==> src/rtl/rbes_pkg.sv <==
`timescale 1ns / 1ps
// Shared types and constants for the ring band extent scan.
package rbes_pkg;

  localparam int CNT_W  = 11;
  localparam int GAP_W  = 5;
  localparam int BLUR_W = 4;
  localparam int RLIM_W = 4;
  localparam int STAT_W = 3;
  localparam int CFG_IDX_W = 2;
  localparam int CFG_DATA_W = 4;

  localparam logic [CNT_W-1:0] CNT_MAX = '1;

  // Result status codes.
  typedef enum logic [STAT_W-1:0] {
    ST_OK         = 3'd0,
    ST_UNCLOSED   = 3'd1,
    ST_ZERO_BAND  = 3'd2,
    ST_UNBALANCED = 3'd3,
    ST_RATIO      = 3'd4
  } status_t;

  // Configuration register indexes.
  typedef enum logic [CFG_IDX_W-1:0] {
    REG_BLUR_RADIUS = 2'd0,
    REG_RATIO_LIMIT = 2'd1,
    REG_EDGE_CLOSES = 2'd2,
    REG_UNUSED      = 2'd3
  } cfg_reg_t;

  typedef struct packed {
    logic [BLUR_W-1:0] blur_radius;
    logic [RLIM_W-1:0] ratio_limit;
    logic              edge_closes;
  } cfg_t;

  typedef struct packed {
    logic is_red;
    logic scan_side;
    logic first_of_scan;
    logic last_of_scan;
  } item_t;

  typedef struct packed {
    logic [GAP_W-1:0] gap_counter;
    logic [CNT_W-1:0] distance;
    logic [CNT_W-1:0] band_forward;
    logic [CNT_W-1:0] band_backward;
    logic [CNT_W-1:0] extent;
    logic             scan_closed;
  } scan_state_t;

  typedef struct packed {
    logic [CNT_W-1:0] extent;
    logic [CNT_W-1:0] min_band;
    status_t          status;
  } result_t;

endpackage

==> src/rtl/rbes_in_if.sv <==
`timescale 1ns / 1ps
// Pixel input channel: valid/ready handshake carrying one mask pixel per beat.
interface rbes_in_if;
  logic valid;
  logic ready;
  logic is_red;
  logic scan_side;
  logic first_of_scan;
  logic last_of_scan;

  modport source (output valid, is_red, scan_side, first_of_scan, last_of_scan,
                  input ready);
  modport sink   (input valid, is_red, scan_side, first_of_scan, last_of_scan,
                  output ready);
endinterface

==> src/rtl/rbes_out_if.sv <==
`timescale 1ns / 1ps
// Result channel: valid/ready handshake carrying one measurement per beat.
interface rbes_out_if;
  import rbes_pkg::*;
  logic              valid;
  logic              ready;
  logic [CNT_W-1:0]  extent;
  logic [CNT_W-1:0]  min_band;
  logic [STAT_W-1:0] status;

  modport source (output valid, extent, min_band, status, input ready);
  modport sink   (input valid, extent, min_band, status, output ready);
endinterface

==> src/rtl/rbes_step.sv <==
`timescale 1ns / 1ps
// Per-pixel scan update and end-of-scan band checks.
module rbes_step (
  input  rbes_pkg::cfg_t        cfg_i,
  input  rbes_pkg::item_t       item_i,
  input  rbes_pkg::scan_state_t state_i,
  output rbes_pkg::scan_state_t state_o,
  output logic                  emit_o,
  output rbes_pkg::result_t     result_o
);
  import rbes_pkg::*;

  function automatic logic [CNT_W-1:0] sat_inc(input logic [CNT_W-1:0] v);
    return (v == CNT_MAX) ? v : v + 1'b1;
  endfunction

  // Integer quotient tests are done as multiplies: e/x < 2 is e < 2x, and
  // e/x > limit is e >= (limit + 1) * x.
  function automatic status_t judge(input logic [CNT_W-1:0]  e,
                                    input logic [CNT_W-1:0]  f,
                                    input logic [CNT_W-1:0]  b,
                                    input logic [RLIM_W-1:0] rlim);
    logic [RLIM_W:0]        rp1;
    logic [CNT_W+RLIM_W:0]  lim_f;
    logic [CNT_W+RLIM_W:0]  lim_b;
    logic [CNT_W+RLIM_W:0]  e_w;
    logic [CNT_W:0]         f2;
    logic [CNT_W:0]         b2;
    rp1   = {1'b0, rlim} + 1'b1;
    lim_f = (CNT_W+RLIM_W+1)'(rp1) * (CNT_W+RLIM_W+1)'(f);
    lim_b = (CNT_W+RLIM_W+1)'(rp1) * (CNT_W+RLIM_W+1)'(b);
    e_w   = (CNT_W+RLIM_W+1)'(e);
    f2    = {f, 1'b0};
    b2    = {b, 1'b0};
    if (e == '0) begin
      return ST_UNCLOSED;
    end else if (f == '0 || b == '0) begin
      return ST_ZERO_BAND;
    end else if (f2 < {1'b0, b} || b2 < {1'b0, f}) begin
      return ST_UNBALANCED;
    end else if ({1'b0, e} < f2 || e_w >= lim_f || {1'b0, e} < b2 || e_w >= lim_b) begin
      return ST_RATIO;
    end
    return ST_OK;
  endfunction

  always_comb begin
    scan_state_t s;
    logic        closes;
    status_t     st;
    s        = state_i;
    closes   = 1'b0;
    st       = ST_OK;
    emit_o   = 1'b0;
    result_o = '{extent: '0, min_band: '0, status: ST_OK};

    if (item_i.first_of_scan) begin
      s.gap_counter = '0;
      s.distance    = '0;
      s.scan_closed = 1'b0;
      s.band_backward = '0;
      if (!item_i.scan_side) begin
        s.band_forward = '0;
        s.extent       = '0;
      end
    end

    if (!s.scan_closed) begin
      if (item_i.is_red) begin
        s.gap_counter = GAP_W'(1);
        if (!item_i.scan_side) s.band_forward = sat_inc(s.band_forward);
        else                   s.band_backward = sat_inc(s.band_backward);
      end else if (s.gap_counter != '0 && s.gap_counter <= {1'b0, cfg_i.blur_radius} &&
                   !(!item_i.scan_side && item_i.last_of_scan && cfg_i.edge_closes)) begin
        s.gap_counter = s.gap_counter + 1'b1;
      end else if (s.gap_counter != '0) begin
        closes = 1'b1;
      end

      if (closes) begin
        s.scan_closed = 1'b1;
        if (!item_i.scan_side) begin
          s.extent = s.distance;
        end else if (s.extent != '0 && s.distance > s.extent) begin
          s.extent = s.distance;
        end
      end else begin
        s.distance = sat_inc(s.distance);
      end

      if (!item_i.scan_side) begin
        if (!closes && item_i.last_of_scan) begin
          s.scan_closed = 1'b1;
          emit_o   = 1'b1;
          result_o = '{extent: '0, min_band: '0, status: ST_UNCLOSED};
        end
      end else if (closes || item_i.last_of_scan) begin
        st = judge(s.extent, s.band_forward, s.band_backward, cfg_i.ratio_limit);
        s.scan_closed = 1'b1;
        emit_o = 1'b1;
        if (st == ST_OK) begin
          result_o.extent   = s.extent;
          result_o.min_band = (s.band_forward < s.band_backward) ? s.band_forward
                                                                 : s.band_backward;
          result_o.status   = ST_OK;
        end else begin
          result_o = '{extent: '0, min_band: '0, status: st};
        end
      end
    end
    state_o = s;
  end

endmodule

==> src/rtl/ring_band_extent_scan.sv <==
`timescale 1ns / 1ps
// Top level of the ring band extent scan: input register, scan update, result register.
//
// One mask pixel is taken per beat and a new pixel can be accepted on every
// cycle unless a pixel that makes a result waits on a full output register. A
// pixel is held in the input register, where the scan counters are updated and,
// at the end of a backward scan, the band checks run in the same cycle; a result
// is then registered in the output register. The scan state register, updated
// once per pixel, sets this rate. At most one result beat follows each pixel.
// Configuration writes take effect on the next cycle and are meant to be made
// while no scan is in flight.
module ring_band_extent_scan (
  input  logic                                clk,
  input  logic                                rst_n,
  rbes_in_if.sink                             in_ch,
  rbes_out_if.source                          out_ch,
  input  logic                                cfg_we,
  input  logic [rbes_pkg::CFG_IDX_W-1:0]      cfg_index,
  input  logic [rbes_pkg::CFG_DATA_W-1:0]     cfg_wdata
);
  import rbes_pkg::*;

  cfg_t        cfg_r;
  item_t       item_r;
  logic        item_valid_r;
  scan_state_t state_r;
  scan_state_t state_nxt;
  logic        emit;
  result_t     result_nxt;
  result_t     result_r;
  logic        out_valid_r;
  logic        advance;

  rbes_step u_step (
    .cfg_i    (cfg_r),
    .item_i   (item_r),
    .state_i  (state_r),
    .state_o  (state_nxt),
    .emit_o   (emit),
    .result_o (result_nxt)
  );

  // The held pixel moves on unless it makes a result and the output is full and not taken.
  assign advance      = item_valid_r && (!emit || !out_valid_r || out_ch.ready);
  assign in_ch.ready  = !item_valid_r || advance;

  assign out_ch.valid    = out_valid_r;
  assign out_ch.extent   = result_r.extent;
  assign out_ch.min_band = result_r.min_band;
  assign out_ch.status   = result_r.status;

  always_ff @(posedge clk) begin
    if (!rst_n) begin
      cfg_r        <= '{blur_radius: 4'd2, ratio_limit: 4'd7, edge_closes: 1'b1};
      item_valid_r <= 1'b0;
      state_r      <= '0;
      out_valid_r  <= 1'b0;
    end else begin
      if (cfg_we) begin
        unique case (cfg_reg_t'(cfg_index))
          REG_BLUR_RADIUS: cfg_r.blur_radius <= cfg_wdata[BLUR_W-1:0];
          REG_RATIO_LIMIT: cfg_r.ratio_limit <= cfg_wdata[RLIM_W-1:0];
          REG_EDGE_CLOSES: cfg_r.edge_closes <= cfg_wdata[0];
          default: ;
        endcase
      end
      if (in_ch.ready) begin
        item_valid_r <= in_ch.valid;
      end
      if (advance) begin
        state_r <= state_nxt;
      end
      if (advance && emit) begin
        out_valid_r <= 1'b1;
      end else if (out_ch.ready) begin
        out_valid_r <= 1'b0;
      end
    end
  end

  always_ff @(posedge clk) begin
    if (in_ch.ready && in_ch.valid) begin
      item_r <= '{is_red: in_ch.is_red, scan_side: in_ch.scan_side,
                  first_of_scan: in_ch.first_of_scan, last_of_scan: in_ch.last_of_scan};
    end
    if (advance && emit) begin
      result_r <= result_nxt;
    end
  end

endmodule
==> src/flat_wrapper.sv <==
// flat-port wrapper written by rule: the top's interface ports become plain ports
module ring_band_extent_scan_flat import rbes_pkg::*;
  (clk, rst_n, cfg_we, cfg_index, cfg_wdata, in_ch_valid, in_ch_is_red, in_ch_scan_side, in_ch_first_of_scan, in_ch_last_of_scan, in_ch_ready, out_ch_valid, out_ch_extent, out_ch_min_band, out_ch_status, out_ch_ready);
  rbes_in_if in_ch_i ();
  rbes_out_if out_ch_i ();
  input  logic clk;
  input  logic rst_n;
  input  logic cfg_we;
  input  logic [rbes_pkg::CFG_IDX_W-1:0] cfg_index;
  input  logic [rbes_pkg::CFG_DATA_W-1:0] cfg_wdata;
  input wire logic [$bits(in_ch_i.valid)-1:0] in_ch_valid;
  input wire logic [$bits(in_ch_i.is_red)-1:0] in_ch_is_red;
  input wire logic [$bits(in_ch_i.scan_side)-1:0] in_ch_scan_side;
  input wire logic [$bits(in_ch_i.first_of_scan)-1:0] in_ch_first_of_scan;
  input wire logic [$bits(in_ch_i.last_of_scan)-1:0] in_ch_last_of_scan;
  output wire logic [$bits(in_ch_i.ready)-1:0] in_ch_ready;
  output wire logic [$bits(out_ch_i.valid)-1:0] out_ch_valid;
  output wire logic [$bits(out_ch_i.extent)-1:0] out_ch_extent;
  output wire logic [$bits(out_ch_i.min_band)-1:0] out_ch_min_band;
  output wire logic [$bits(out_ch_i.status)-1:0] out_ch_status;
  input wire logic [$bits(out_ch_i.ready)-1:0] out_ch_ready;
  assign in_ch_i.valid = in_ch_valid;
  assign in_ch_i.is_red = in_ch_is_red;
  assign in_ch_i.scan_side = in_ch_scan_side;
  assign in_ch_i.first_of_scan = in_ch_first_of_scan;
  assign in_ch_i.last_of_scan = in_ch_last_of_scan;
  assign in_ch_ready = in_ch_i.ready;
  assign out_ch_valid = out_ch_i.valid;
  assign out_ch_extent = out_ch_i.extent;
  assign out_ch_min_band = out_ch_i.min_band;
  assign out_ch_status = out_ch_i.status;
  assign out_ch_i.ready = out_ch_ready;
  ring_band_extent_scan u_core (.clk(clk), .rst_n(rst_n), .in_ch(in_ch_i), .out_ch(out_ch_i), .cfg_we(cfg_we), .cfg_index(cfg_index), .cfg_wdata(cfg_wdata));
endmodule
==> config.mk <==
export PLATFORM = sky130hd
export DESIGN_NAME = ring_band_extent_scan_flat
export DESIGN_NICKNAME = d
export VERILOG_FILES = /design/src/rtl/rbes_pkg.sv /design/src/rtl/rbes_in_if.sv /design/src/rtl/rbes_out_if.sv /design/src/rtl/rbes_step.sv /design/src/rtl/ring_band_extent_scan.sv /design/src/flat_wrapper.sv
export SDC_FILE = /design/constraint.sdc
export NUM_CORES = 1
export LEC_CHECK = 0
export BUFFER_PORTS_ARGS = -buffer_cell sky130_fd_sc_hd__buf_2
export CAP_MARGIN = 30
export CORE_MARGIN = 5
export CORE_UTILIZATION = 58
export CTS_BUF_LIST = sky130_fd_sc_hd__clkbuf_8 sky130_fd_sc_hd__clkbuf_16
export CTS_CLUSTER_SIZE = 14
export DETAILED_ROUTE_END_ITERATION = 8
export GPL_ROUTABILITY_DRIVEN = 0
export PLACE_DENSITY = 0.78
export SLEW_MARGIN = 20
export SYNTH_ARGS = -nofsm -noshare
export SYNTH_HDL_FRONTEND = slang
export SYNTH_SLANG_ARGS = --single-unit
==> constraint.sdc <==
create_clock -name clk -period 6.5 [get_ports clk]
set_input_delay 0.325 -clock clk [delete_from_list [all_inputs] [get_ports clk]]
set_output_delay 0.325 -clock clk [all_outputs]
set_load 0.03 [all_outputs]
==> qor.yml, run 1 <==
sta:
  final.setup.worst_slack_ps: -149
  worst-slew-pin-transition_ps: 1100
  worst_hold_slack_ps: 143
  slew_headroom: 0.269
  setup_viol: 21
  timing.final.max_slew_violations: 0
  finalHoldViolations: 0
  worst_clock_skew_ps: 7.26
  setup_repair_after_global_routing_missed_its_margin: "yes"
  max_freq_ghz: 0.150
  min_period_ps: 6650
  final.period_utilization: 1.02
synth:
  yosys-top-cells-area: "sky130_fd_sc_hd__ha_1 16%, sky130_fd_sc_hd__dfxtp_1 11%, sky130_fd_sc_hd__fa_1 10%, sky130_fd_sc_hd__edfxtp_1 8.1%, sky130_fd_sc_hd__nand2_1 5.2%"
  yosys.area.top_type_share: 0.155
  post-synth-top-area-cell: "sky130_fd_sc_hd__ha_1"
  synth_enable_flop_cells: 29
  synth-seq-cells: 90
  postSynthAreaPerCell_um2: 8.25
  post_synth_instance_area_um2: 10800
  yosysUniqueCellTypes: 100
  yosys_warnings: 0
  synth-main-ff-cell: "sky130_fd_sc_hd__dfxtp_1"
  synth_async_sr_flop_share: 0
  sequential_to_total_area_share_from_yosys_stat: 0.194
  synth_cells: 1309
  mappedNetlistNets: 1512
power:
  cell_internal_pwr_mw: 1.11
  power.switching_mw: 0.561
  power.share.sequential: 0.366
  clockPowerShare: 0.319
  power.switching_fraction: 0.336
  power_density_nw_per_um2: 129
  power.static_leakage_nw: 6.03
  peakVddDrop_mv: 0.155
  combinationalPowerShare: 0.315
critical_path:
  startpoint_type_of_the_worst_setup_path: "register"
  cp_slowest_cell: "sky130_fd_sc_hd__fa_1"
  crit_path_max_fanout: 6
  crit_required_ps: 6670
  worstSetupEndpointType: "register"
  worstPathArrival_ps: 6820
  worstSetupPathType: "reg -> reg"
  critical_path.n_buffers_inverters: 8
  cp_top_family: "adder cells"
  cpPeakStageDelay_ps: 590
hold_path:
  hold_path_class: "in -> reg"
layout:
  fin_nets: 1653
  area_growth_pct: 19.9
  drive_above_1_share: 0.212
  fillerInstances: 1367
  mostFrequentLayoutCells: "143 x sky130_fd_sc_hd__nand2_1, 131 x sky130_fd_sc_hd__inv_1, 126 x sky130_fd_sc_hd__buf_4"
  antenna_cells_inserted: 0
  most_frequent_standard_cell_in_the_layout_excluding_fill_and_tap_cells: "sky130_fd_sc_hd__nand2_1"
global_routing:
  first_global_vias: 10033
  antenna_found_initial: 0
  grt_max_degree: 63
  grt_use_total: 0.294
  grt_overflow_total: 0
  grt_first_pass_wirelength_um: 51600
floorplanning:
  rows: 49
  core_area_um2: 18100
  floorplan.die_area_um2: 21400
  die_y_um: 146
  fp.dieW_um: 146
  initial_core_util: 0.595
  io_pins: 42
clocking:
  cts_made_buffers: 9
  cts_hold_repair.buffers: 0
  htree_levels: 3
  max-clock-path-buffers: 2
  clkTransAtPathRegs_ps: 70
  tritoncts: "yes"
  cts-root-buf: "sky130_fd_sc_hd__clkbuf_16"
  latest_clock_arrival_within_the_worst_skew_pair_ps: 350
  cts.sink_count: 90
route:
  route.detailed.drc: 0
  routed_wire_length_per_instance_um: 19.1
  detailroute.via_count: 10454
  detail_route.iter0.violations: 914
  route.final.wire_length_um: 32200
  detailedRoute.firstPassIterationCount: 5
  via_per_inst: 6.21
  drt.antenna.violating_nets: 0
place:
  place_ws_ps: -327
  port_buffers: 41
  sum_of_net_half_perimeters_after_detailed_placement_um: 24400
status:
  status: "finished, violations left"
  violated_checks: "negative setup slack"
flow_run:
  max_cap_viol_count: 0
[metrics by stage]
stage	util	power [mW]	cells	cell area, um2	TNS [ps]
3_3_place_gp	0.670	1.07	1646	12200	-67.9
4_1_cts	0.702	1.65	1676	12700	-74.8
2_1_floorplan	-	0.945	1309	11000	0
3_5_place_dp	0.671	1.09	1647	12200	-3770
5_1_grt	0.713	1.74	1684	12900	-7150
6_report	0.713	1.67	1684	12900	-1580
[logic make-up (layout without fill, tap and decap cells)]
logic type	count (synthesis)	in the layout	share of synthesized area
AND/OR/NAND/NOR	513	513	0.243
XOR/XNOR	28	28	0.0255
AO/OA/AOI/OAI	277	277	0.189
other	1	1	0.000347
buffers and inverters	189	335	0.0702
flip-flops	90	90	0.194
adder cells (fa/ha/maj)	188	188	0.255
multiplexers	23	23	0.0220
[layer usage]
layer	global-route usage	part of all wire
met4	0.125	0.048
met2	0.472	0.45
met3	0.0573	0.091
met1	0.387	0.41
met5	0	0
[synthesized netlist by cell type, types with 8 or more instances]
cell                         n
sky130_fd_sc_hd__clkbuf_1   34
sky130_fd_sc_hd__mux2i_1    21
sky130_fd_sc_hd__edfxtp_1   29
sky130_fd_sc_hd__o211ai_1   13
sky130_fd_sc_hd__nor2b_1    30
sky130_fd_sc_hd__nor3_2      9
sky130_fd_sc_hd__nor4_1     12
sky130_fd_sc_hd__nand2_1   149
sky130_fd_sc_hd__a21boi_0   20
sky130_fd_sc_hd__xor2_1     16
sky130_fd_sc_hd__a21oi_1    60
sky130_fd_sc_hd__a211oi_1   10
sky130_fd_sc_hd__inv_1     134
sky130_fd_sc_hd__nor3b_1    12
sky130_fd_sc_hd__nor2_1    119
sky130_fd_sc_hd__ha_1      134
sky130_fd_sc_hd__a31oi_1    13
sky130_fd_sc_hd__dfxtp_1    61
sky130_fd_sc_hd__or3_1      12
sky130_fd_sc_hd__nand4_1    16
sky130_fd_sc_hd__fa_1       54
sky130_fd_sc_hd__a21o_1     17
sky130_fd_sc_hd__nor3_1     18
sky130_fd_sc_hd__and3_1     15
sky130_fd_sc_hd__o21ai_0    48
sky130_fd_sc_hd__and2_1     27
sky130_fd_sc_hd__xnor2_1     8
sky130_fd_sc_hd__nand3_1    31
sky130_fd_sc_hd__o211a_1    11
sky130_fd_sc_hd__nand2b_1   24
[state kept, by name (all words and copies together) (netlist names)]
| signal | count |
|---|---|
| u_core.cfg_r | 9 |
| u_core.out_ch.min_band | 11 |
| u_core.out_ch.status | 3 |
| u_core.state_r | 50 |
| u_core.out_ch.extent | 11 |
| u_core.out_ch.valid | 1 |
| u_core.item_r | 4 |
| u_core.item_valid_r | 1 |
[area by class of cell]
cell class	count	area, um2	share of cell area
clock buffers	9	225	0.0174
clock inverters	7	71.3	0.00551
inverters	140	531	0.0410
multi-input cells	1030	8410	0.650
flip-flops and latches	90	2090	0.162
well taps	229	287	0.0221
repair buffers	179	1330	0.103
[power groups by stage]
stage / Sequential [mW] / Combinational [mW] / Clock, mW
global route: 0.613 / 0.566 / 0.559
CTS: 0.611 / 0.503 / 0.538
finish: 0.612 / 0.526 / 0.532
floorplan: 0.625 / 0.320 / 0
detailed placement: 0.623 / 0.464 / 0
global placement: 0.622 / 0.448 / 0
[final timing paths]
check / start / slack, ps / cells past startpoint / to
setup / recovery: u_core.item_r[1] / -150 / 32 / u_core.out_ch.min_band[4]
hold reg to reg: u_core.state_r[46] / 500 / 1 / u_core.state_r[46]
hold / removal: in_ch_last_of_scan / 140 / 1 / u_core.item_r[0]
setup reg to reg: u_core.item_r[1] / -150 / 32 / u_core.out_ch.min_band[4]
[worst register-to-register path, delay by kind of cell (launching register included)]
kind | cells | cell delay, ps
AO/OA/AOI/OAI | 10 | 1670
adder cells (fa/ha/maj) | 6 | 2060
AND/OR/NAND/NOR | 7 | 1190
flip-flops | 1 | 440
XOR/XNOR | 1 | 130
buffers and inverters | 8 | 970
[repair_timing]
| action | in CTS | in global routing |
|---|---|---|
| endpoints found under the hold margin | 0 | 0 |
| gates resized for setup | 35 | 26 |
| gates cloned | 0 | 0 |
| buffers inserted | 13 | 7 |
| pin swaps | 29 | 30 |
| setup endpoints to repair | 22 | 22 |
Power figures use the tool's default switching activity.
==> run 2: changes to the inputs <==
SYNTH_HIERARCHICAL = 1   (was not set)
==> qor.yml, run 2 <==
status:
  status: "finished, violations left"
  violated_checks: "negative setup slack"
clocking:
  cts_hold_repair.buffers: 0  # unchanged
  cts_made_buffers: 9  # unchanged
  clkTransAtPathRegs_ps: 70  # about the same
  max-clock-path-buffers: 2  # unchanged
  cts-root-buf: "sky130_fd_sc_hd__clkbuf_16"
  tritoncts: "yes"
  htree_levels: 3  # unchanged
  latest_clock_arrival_within_the_worst_skew_pair_ps: 360  # about the same
  cts.sink_count: 90  # unchanged
sta:
  finalHoldViolations: 0  # unchanged
  fin_setup_tns_ps: -935  # +646 ps
  setup_viol: 11  # -48%
  slew_headroom: 0.395  # +0.126
  setup_repair_after_global_routing_missed_its_margin: "yes"
  worst_clock_skew_ps: 13.3  # +6.04 ps
  final.setup.worst_slack_ps: -114  # +35.5 ps
  min_period_ps: 6610  # -35.5 ps
  max_freq_ghz: 0.151  # +0.54%
  worst-slew-pin-transition_ps: 908  # -189 ps
  timing.final.max_slew_violations: 0  # unchanged
  final.period_utilization: 1.02  # -0.00547
route:
  via_per_inst: 6.00  # -3.3%
  drt.antenna.violating_nets: 0  # unchanged
  detail_route.iter0.violations: 1017  # +11%
  detailroute.via_count: 10966  # +4.9%
  route.detailed.drc: 0  # unchanged
  routed_wire_length_per_instance_um: 18.4  # -3.6%
  route.final.wire_length_um: 33700  # +4.6%
  detailedRoute.firstPassIterationCount: 8  # +3
critical_path:
  worstPathArrival_ps: 6730  # -90 ps
  startpoint_type_of_the_worst_setup_path: "register"
  worstSetupPathType: "reg -> reg"
  worstSetupEndpointType: "register"
  cpPeakStageDelay_ps: 550  # -40 ps
  setup.reg_to_reg.worst_slack_ps: -110  # +40 ps
  worst_r2r_endpoint: "u_core/out_ch.extent[9]"
  worstReg2RegStart: "u_core/item_r[1]"
  cp_top_family: "adder cells"
  crit_path_max_fanout: 13  # +7
  crit_required_ps: 6610  # -60 ps
  critical_path.n_buffers_inverters: 7  # -1
  cp_slowest_cell: "sky130_fd_sc_hd__fa_1"
  rr_worst_depth: 25  # -22%
synth:
  synth_cells: 1396  # +6.6%
  mappedNetlistNets: 1599  # +5.8%
  synth_enable_flop_cells: 29  # unchanged
  yosysUniqueCellTypes: 87  # -13%
  synth.most_common_cell: "sky130_fd_sc_hd__nand2_1"
  synth_async_sr_flop_share: 0  # unchanged
  postSynthAreaPerCell_um2: 8.01  # -2.9%
  yosys-top-cells-area: "sky130_fd_sc_hd__ha_1 15%, sky130_fd_sc_hd__dfxtp_1 11%, sky130_fd_sc_hd__fa_1 9.7%, sky130_fd_sc_hd__edfxtp_1 7.8%, sky130_fd_sc_hd__nand2_1 7.5%"
  synth-main-ff-cell: "sky130_fd_sc_hd__dfxtp_1"
  synth-seq-cells: 90  # unchanged
  post_synth_instance_area_um2: 11200  # +3.5%
  post-synth-top-area-cell: "sky130_fd_sc_hd__ha_1"
  yosys_warnings: 6  # +6
  yosys.area.top_type_share: 0.150  # -0.00528
  sequential_to_total_area_share_from_yosys_stat: 0.187  # -0.00659
  yosys-top-cells-count: "222 x sky130_fd_sc_hd__nand2_1, 152 x sky130_fd_sc_hd__nor2_1, 134 x sky130_fd_sc_hd__ha_1, 126 x sky130_fd_sc_hd__inv_1, 78 x sky130_fd_sc_hd__mux2i_1"
layout:
  fin_nets: 1765  # +6.8%
  most_flops_register: "u_core/state_r"
  mostFrequentLayoutCells: "218 x sky130_fd_sc_hd__nand2_1, 160 x sky130_fd_sc_hd__buf_4, 141 x sky130_fd_sc_hd__nor2_1"
  seqCellArea_um2: 2090  # unchanged
  final-instance-count-excl-fill: 1827  # +8.5%
  post_route_design_area_um2: 13500  # +4.2%
  drive_above_1_share: 0.210  # -0.00242
  fillerInstances: 1368  # +0.073%
  total_area_of_multi_input_combinational_cells_um2: 8770  # +4.2%
  area_growth_pct: 20.6
  antenna_cells_inserted: 0  # unchanged
  most_frequent_standard_cell_in_the_layout_excluding_fill_and_tap_cells: "sky130_fd_sc_hd__nand2_1"
  largest_register_ffs: 50  # unchanged
power:
  power.share.sequential: 0.423  # +0.057
  combinationalPowerShare: 0.202  # -0.113
  power.static_leakage_nw: 6.40  # +6.0%
  clockPowerShare: 0.375  # +0.056
  power_density_nw_per_um2: 105  # -19%
  peakVddDrop_mv: 0.176  # +14%
  cell_internal_pwr_mw: 0.987  # -11%
  power.switching_mw: 0.423  # -25%
  power.switching_fraction: 0.300  # -0.0360
place:
  sum_of_net_half_perimeters_after_detailed_placement_um: 25100  # +2.6%
  port_buffers: 41  # unchanged
  placed_cells: 1795  # +9.0%
  place_ws_ps: -420  # -93.3 ps
  placedInstanceArea_um2: 12700  # +4.6%
flow_run:
  max_cap_viol_count: 0  # unchanged
global_routing:
  grt_overflow_total: 0  # unchanged
  grt_first_pass_wirelength_um: 52900  # +2.6%
  grt_use_total: 0.295  # +0.00124
  grt_max_degree: 112  # +78%
  first_global_vias: 10458  # +4.2%
  antenna_found_initial: 1  # +1
floorplanning:
  fp.dieW_um: 149  # +1.6%
  die_y_um: 149  # +1.6%
  rows: 50  # +2.0%
  io_pins: 42  # unchanged
  initial_core_util: 0.594  # -0.00138
  floorplan.die_area_um2: 22100  # +3.3%
  core_area_um2: 18800  # +3.8%
hold_path:
  holdPathEnd: "u_core/item_r[1]"
  timing.hold.worst_path_depth: 1  # unchanged
  hold_path_class: "in -> reg"
  hold_start: "in_ch_first_of_scan"
run 2: worst max-delay path by stage:
| stage | startpoint | to | slack, ps | cells past startpoint |
|---|---|---|---|---|
| finish | u_core/item_r[1] | u_core/out_ch.extent[9] | -110 | 25 |
| detailed placement | u_core/item_r[1] | u_core/out_ch.min_band[4] | -420 | 27 |
| global placement | u_core/item_r[1] | u_core/out_ch.min_band[1] | -200 | 27 |
| global route | u_core/item_r[1] | u_core/out_ch.min_band[4] | -390 | 28 |
| floorplan | u_core/item_r[2] | u_core/out_ch.status[2] | -10 | 31 |
| CTS | u_core/item_r[1] | u_core/out_ch.status[2] | 10 | 27 |
run 2: what timing repair did:
| item | in CTS | in global routing |
|---|---|---|
| pin swaps | 9 | 23 |
| cloned | 1 | 1 |
| setup buffers | 3 | 8 |
| endpoints found under the setup margin | 21 | 22 |
| gates resized for setup | 13 | 61 |
| endpoints found under the hold margin | 0 | 0 |
run 2: power by group through the flow:
stage                     Combinational (mW)  Clock, mW  Sequential [mW]
final                                  0.284      0.529            0.596
after global placement                 0.236          0            0.609
after floorplan                        0.170          0            0.613
after CTS                              0.266      0.537            0.596
after global routing                   0.303      0.564            0.597
after detailed placement               0.243          0            0.609
run 2: per-stage QoR:
stage	utilization	hold slack (ps)	total power, mW
3_3_place_gp	0.677	444	0.844
6_report	0.716	147	1.41
2_1_floorplan	-	424	0.783
3_5_place_dp	0.677	451	0.852
5_1_grt	0.716	144	1.46
4_1_cts	0.700	140	1.40
run 2: per-layer routing:
metal / share of wire / global-route usage / vias to the layer above
met4: 0.045 / 0.124 / 0
met5: 0 / 0 / -
met3: 0.10 / 0.0626 / 127
met2: 0.44 / 0.461 / 591
met1: 0.41 / 0.397 / 5085
li1: - / - / 5163
run 2: area by class of cell:
class                   instances  area share
multi-input cells            1125       0.650
flip-flops and latches         90       0.155
repair buffers                209       0.113
inverters                     127      0.0357
well taps                     260      0.0241
clock buffers                  10      0.0186
clock inverters                 6     0.00334
run 2: cell families (layout without fill, tap and decap cells):
| family | count (synthesis) | in the layout | synth area share |
|---|---|---|---|
| buf+inv | 182 | 352 | 0.0730 |
| xor+xnor | 33 | 33 | 0.0259 |
| simple gates | 578 | 579 | 0.246 |
| fa+ha+maj | 189 | 189 | 0.248 |
| flops | 90 | 90 | 0.187 |
| compound gates | 241 | 241 | 0.146 |
| mux | 82 | 82 | 0.0739 |
| other cells | 1 | 1 | 0.000336 |
